File: src/design/pcr_pkg.sv
// ----------------------------------------------------------------------------
// pcr_pkg
// shared types, widths and helpers of the particle contact resolver
// ----------------------------------------------------------------------------
`default_nettype none

package pcr_pkg;

  localparam int CW         = 21;          // vector component width, signed Q10.10
  localparam int VEC_W      = 63;          // packed vector field width
  localparam int IM_W       = 24;          // inverse mass, unsigned Q8.16
  localparam int BNC_W      = 17;          // restitution, unsigned Q1.16
  localparam int TS_W       = 16;          // time step, unsigned Q0.16
  localparam int R_W        = 17;          // inverse mass share, Q0.16 up to one
  localparam int DIV_STEPS  = R_W;         // one quotient bit per step
  localparam int DIV_STAGES = (DIV_STEPS + 1) / 2;
  localparam int STAGES     = 14;          // register stages from input to output

  localparam logic [TS_W-1:0]  TS_RESET   = 16'd1092;
  localparam logic [BNC_W-1:0] BOUNCE_ONE = 17'd65536;
  localparam logic signed [43:0] SCALAR_CAP = 44'sh400_0000_0000;

  typedef logic signed [CW-1:0] comp_t;
  typedef comp_t [2:0] vec_t;

  // per-beat values that travel alongside the arithmetic
  typedef struct packed {
    vec_t              v1;
    vec_t              v2;
    vec_t              p1;
    vec_t              p2;
    vec_t              n;
    comp_t             pen;
    logic [BNC_W-1:0]  bounce;
    logic              two;
    logic              tim_nz;
    logic              imp;
    logic              sep;
  } ctx_t;

  typedef struct packed {
    logic  sat;
    comp_t val;
  } clamp_t;

  function automatic clamp_t clamp_comp(input logic signed [47:0] x);
    clamp_t r;
    r.sat = 1'b0;
    r.val = x[CW-1:0];
    if (x > $signed(48'((1 << (CW - 1)) - 1))) begin
      r.sat = 1'b1;
      r.val = {1'b0, {(CW-1){1'b1}}};
    end else if (x < -$signed(48'(1 << (CW - 1)))) begin
      r.sat = 1'b1;
      r.val = {1'b1, {(CW-1){1'b0}}};
    end
    return r;
  endfunction

endpackage

`default_nettype wire

File: src/design/pcr_div.sv
// ----------------------------------------------------------------------------
// pcr_div
// pipelined restoring divider: both inverse mass shares im/tim in Q0.16
// ----------------------------------------------------------------------------
`default_nettype none

module pcr_div (
  input  wire logic                          clk,
  input  wire logic [pcr_pkg::DIV_STAGES-1:0] en,
  input  wire logic [pcr_pkg::IM_W-1:0]       im1,
  input  wire logic [pcr_pkg::IM_W-1:0]       im2,
  input  wire logic [pcr_pkg::IM_W:0]         tim,
  output logic      [pcr_pkg::R_W-1:0]        r1,
  output logic      [pcr_pkg::R_W-1:0]        r2
);
  import pcr_pkg::*;

  typedef struct packed {
    logic [IM_W+1:0] rem;
    logic [R_W-1:0]  q;
  } dstep_t;

  // one quotient bit; the first step takes the dividend without a shift
  function automatic dstep_t div_step(input dstep_t x, input logic [IM_W:0] d, input int t);
    dstep_t y;
    y = x;
    if (t > 0) y.rem = {x.rem[IM_W:0], 1'b0};
    if (y.rem >= {1'b0, d}) begin
      y.rem = y.rem - {1'b0, d};
      y.q[R_W-1-t] = 1'b1;
    end
    return y;
  endfunction

  dstep_t          a_q [0:DIV_STAGES];
  dstep_t          b_q [0:DIV_STAGES];
  logic [IM_W:0]   d_q [0:DIV_STAGES];

  assign a_q[0] = '{rem: (IM_W+2)'(im1), q: '0};
  assign b_q[0] = '{rem: (IM_W+2)'(im2), q: '0};
  assign d_q[0] = tim;

  for (genvar s = 0; s < DIV_STAGES; s++) begin : g_stage
    dstep_t a_n, b_n;

    always_comb begin
      a_n = a_q[s];
      b_n = b_q[s];
      for (int j = 0; j < 2; j++) begin
        if (2 * s + j < DIV_STEPS) begin
          a_n = div_step(a_n, d_q[s], 2 * s + j);
          b_n = div_step(b_n, d_q[s], 2 * s + j);
        end
      end
    end

    always_ff @(posedge clk) begin
      if (en[s]) begin
        a_q[s+1] <= a_n;
        b_q[s+1] <= b_n;
        d_q[s+1] <= d_q[s];
      end
    end
  end

  assign r1 = a_q[DIV_STAGES].q;
  assign r2 = b_q[DIV_STAGES].q;

endmodule

`default_nettype wire
File: config.mk
export PLATFORM = sky130hd
export DESIGN_NAME = pcr_div
export DESIGN_NICKNAME = d
export VERILOG_FILES = /design/src/design/pcr_pkg.sv /design/src/design/pcr_div.sv
export SDC_FILE = /design/constraint.sdc
export NUM_CORES = 2
export LEC_CHECK = 0
export BUFFER_PORTS_ARGS = -buffer_cell sky130_fd_sc_hd__clkbuf_2
export CAP_MARGIN = 40
export CORE_UTILIZATION = 45
export CTS_CLUSTER_SIZE = 10
export DETAILED_ROUTE_END_ITERATION = 10
export PLACE_DENSITY = 0.68
export SLEW_MARGIN = 0
export SYNTH_ARGS = -nofsm -noshare
export SYNTH_HDL_FRONTEND = slang
export SYNTH_SLANG_ARGS = --single-unit
File: constraint.sdc
create_clock -name clk -period 8.4 [get_ports clk]
set_input_delay 1.68 -clock clk [delete_from_list [all_inputs] [get_ports clk]]
set_output_delay 1.68 -clock clk [all_outputs]
set_load 0.01 [all_outputs]
# Word-level counts from Yosys, hierarchy flattened
# Index checks and enable logic that the tools add are counted.
# totals
reg_bits,778
input_bits,83
out_inout_bits,34
word_cells,188
# classes
add_sub_neg,32
magnitude_cmp,34
mux,34
# op_table
op,count
26-bit by 25-bit greater-or-equal comparator with 1-bit output,32
25-bit 2-to-1 mux,30
25-bit subtractor,30
26-bit 2-to-1 mux,2
24-bit by 25-bit greater-or-equal comparator with 1-bit output,2
24-bit by 25-bit subtractor with 25-bit output,2
1-bit 2-to-1 mux,2

# Logic depth before layout (Yosys ltp)
# depth
ltp_word,4
mapped_depth,27
mapped_depth_nobuf,24

# Worst setup path before layout
# OpenSTA, ideal clock, no wires.
# synth_timing
path_kind,in2reg
start,input port tim[4] in the netlist's numbering
end,"register b_q[367] in the netlist's numbering, data pin"
setup_ns,0.260
arrival_time_ns,7.002
required_time_ns,8.140
setup_slack_ns,1.139
cell_stages,22
path_buffers,2
cell_sequence,inv_1 > ha_1 > a21o_1 > a211o_1 > o21ai_1 > a211oi_1 > o21ai_1 > a31oi_1 > o31ai_2 > clkbuf_1 > o21ai_0 > fa_1 > a211oi_1 > o21bai_1 > a21o_1 > a2111oi_0 > a21oi_1 > o32ai_1 > o31ai_1 > a21oi_2 > buf_4 > mux2_2
# synth_rtl
item,line_no,text
start: declaration,pcr_div.sv:12,"input wire logic [pcr_pkg::IM_W:0] tim,"
end signal: indexed assignment,pcr_div.sv:60,b_q[s+1] <= b_n;
end: declaration,pcr_div.sv:36,dstep_t b_q [0:DIV_STAGES];

==> flow_summary.json <==
{
  "path_cells": "inv_1 > fa_1 > a211oi_2 > o21ai_1 > a2111oi_0 > nor2_1 > a22oi_1 > a21o_1 > buf_4 > nand2_1 > o21ai_0 > ha_1 > a21o_1 > a21oi_1 > o21ai_0 > o21ai_0 > a41oi_1 > o21a_1 > o21ai_0 > nand2_1 > a221oi_4 > buf_4 > mux2_2",
  "reg2reg_depth": 23,
  "cts.repair.resized": 0,
  "io_buffers": 116,
  "rsz0062_at_grt": "no",
  "postCtsHoldBufs": 0,
  "start_kind": "flip-flop",
  "ant_nets": 0,
  "fillers": 14600,
  "wl_per_cell_um": 22.7,
  "synth_cell_types": 99,
  "layout.nets": 8631,
  "num_rows": 146,
  "drc": 0,
  "hold_viol": 0,
  "yosysTopAreaCell": "edfxtp_1",
  "status": "completed",
  "cts.clk_slew.worst_paths_ns": 0.06,
  "clockRootBuffer": "clkbuf_16",
  "io_pins": 117,
  "min-delay-start": "b_q[183]$_DFFE_PP_",
  "arrival_ns": 8.10,
  "vias_per_cell": 6.08,
  "cts_setup_buffers": 0,
  "vias": 59700,
  "synth.most_common_cell": "ha_1",
  "clock_sinks": 778,
  "max_freq_ghz": 0.131,
  "slowest_delay_ns": 0.70,
  "netlist_instances": 7603,
  "holdPathEnd": "b_q[140]$_DFFE_PP_",
  "holdPathStages": 0,
  "finalWeightedCongestion": 0.969,
  "yosys.area.top_type_share_pct": 32.4,
  "maxSlewViolCount": 0,
  "die_w_um": 402,
  "period_minus_slack_ns": 7.65,
  "synth-main-ff-cell": "edfxtp_1",
  "syn_area_sq_um": 72100,
  "area_delta_synth_final_pct": 8.13,
  "cts-buffers-inserted": 97,
  "cts_tree": "built",
  "overflow": 0,
  "grt_pass1_vias": 56200,
  "tightest_slew_ns": 0.973,
  "rrSetupSlack_ns": 0.75,
  "ys_ff_latch": 778,
  "async_flop_share_pct": 0,
  "dieArea_sq_um": 162000,
  "synth_common_cells": "ha_1 (832), edfxtp_1 (778), a21oi_1 (667)",
  "drt_iter0_markers": 5676,
  "criticalPathCategory": "flip-flop to flip-flop",
  "core_region_area_sq_um": 159000,
  "crit_top_cell": "o21ai_0",
  "worst_path_max_delay_cell": "a21o_1",
  "start_util_pct": 45.4,
  "yosys-top-cells-area": "edfxtp_1 (32%), ha_1 (14%), mux2_2 (6.3%)",
  "grt_pass1_wl_mm": 334,
  "h-tree-depth": 3,
  "crit_path_end_kind": "flip-flop",
  "slew_headroom_pct": 34.3,
  "tns_ns": 0,
  "hpwl_mm": 179,
  "synth_edf_count": 778,
  "postSynthAreaPerCell_sq_um": 9.48,
  "skew_ns": 0.0770,
  "syn-num-nets": 8536,
  "grt_usage_pct": 26.6,
  "antenna_found_initial": 1,
  "hold_class": "flip-flop to flip-flop",
  "finalSetupViolCount": 0,
  "reg2reg_from": "d_q[50]$_DFFE_PP_",
  "worst_r2r_endpoint": "b_q[62]$_DFFE_PP_",
  "drt_pass1_iterations": 7,
  "drive_above_1_share_pct": 10.9,
  "ys.warnings.count": 0,
  "cp.required_ns": 8.84,
  "crit_fanout": 26,
  "fp.dieH_um": 402,
  "clk_latency_ns": 0.75,
  "routed_wl_mm": 223,
  "num_antenna_cells": 0,
  "cts_buffer_depth": 3,
  "seq_area_frac_synth_pct": 32.4,
  "drv_cap": 0,
  "min_period_over_period_pct": 91.1,
  "grt_max_degree": 74
}
cell families (layout without fill, tap and decap cells):
| group | count (synthesis) | after routing | share of synthesized area (%) |
|---|---|---|---|
| xor gates and xnor gates | 631 | 631 | 7.67 |
| buffers and inverters | 640 | 780 | 3.71 |
| muxes | 499 | 499 | 7.80 |
| adders and majority gates | 850 | 850 | 14.9 |
| and+or+nand+nor | 1899 | 1899 | 12.7 |
| AOI/OAI and AO/OA | 2306 | 2306 | 20.8 |
| DFF | 778 | 778 | 32.4 |
registers in the layout (all words and copies together) (netlist names):
register / cells
d_q: 200
b_q: 272
r1: 17
a_q: 272
r2: 17
critical path: cells and delay by family, from the launching register on:
| kind | cells | cell delay (ns) |
|---|---|---|
| compound gates | 14 | 4.09 |
| fa+ha+maj | 2 | 0.88 |
| buf+inv | 3 | 0.93 |
| flops | 1 | 0.58 |
| mux | 1 | 0.39 |
| simple gates | 3 | 0.46 |
metal layers:
layer	up-vias	wire (um)	GRT usage (%)
li1	28700	-	-
met1	28500	97400	35.7
met2	2096	103000	43.9
met3	384	14200	3.57
met4	0	8200	9.33
met5	-	0	0
per-stage QoR:
step                      setup slack [ns]  cell area [sq um]  hold slack (ns)  instances  util, %
after floorplan                       1.14              72100            0.400       7603        -
after global placement               0.762              74900            0.401       9658     47.2
after detailed placement             0.716              75100            0.405       9671     47.3
after CTS                            0.942              77900            0.379       9815     49.1
after global routing                 0.371              77900            0.388       9815     49.1
final                                0.746              77900            0.377       9815     49.1
area by class of cell:
class / instances / area [sq um] / share of cell area (%)
clock buffers: 114 / 2510 / 3.22
clock inverters: 30 / 275 / 0.353
inverters: 441 / 1660 / 2.12
multi-input cells: 6185 / 46100 / 59.2
flip-flops and latches: 778 / 23400 / 30.0
well taps: 2072 / 2590 / 3.33
repair buffers: 195 / 1390 / 1.79
cells in the final DEF (no fill, tap or decap), types with 89 or more instances in the layout:
master and n:
nor2_1 533, clkbuf_2 108, o21bai_1 89, ha_1 832
inv_1 436, o21a_1 126, a21oi_1 666, edfxtp_1 778
xor2_1 195, mux2_2 403, nand3_1 162, nor2b_1 90
o21ai_0 459, xnor2_1 436, nand2b_1 100, nor3_1 136
clkbuf_16 98, a21o_1 347, nand4_1 99, nand2_1 485
how the worst max path moves through the flow:
stage	to	cells past startpoint	startpoint	slack, ns
after floorplan	b_q[367]$_DFFE_PP_	22	tim[4]	1.14
after global placement	b_q[362]$_DFFE_PP_	24	tim[5]	0.76
after detailed placement	b_q[365]$_DFFE_PP_	23	tim[1]	0.72
after CTS	b_q[209]$_DFFE_PP_	23	d_q[125]$_DFFE_PP_	0.94
after global routing	b_q[61]$_DFFE_PP_	23	d_q[50]$_DFFE_PP_	0.37
final	b_q[62]$_DFFE_PP_	23	d_q[50]$_DFFE_PP_	0.75
Power is left out: the tool's default activity adds up to more than one toggle a clock period on the data nets, which glitch-free logic cannot reach.
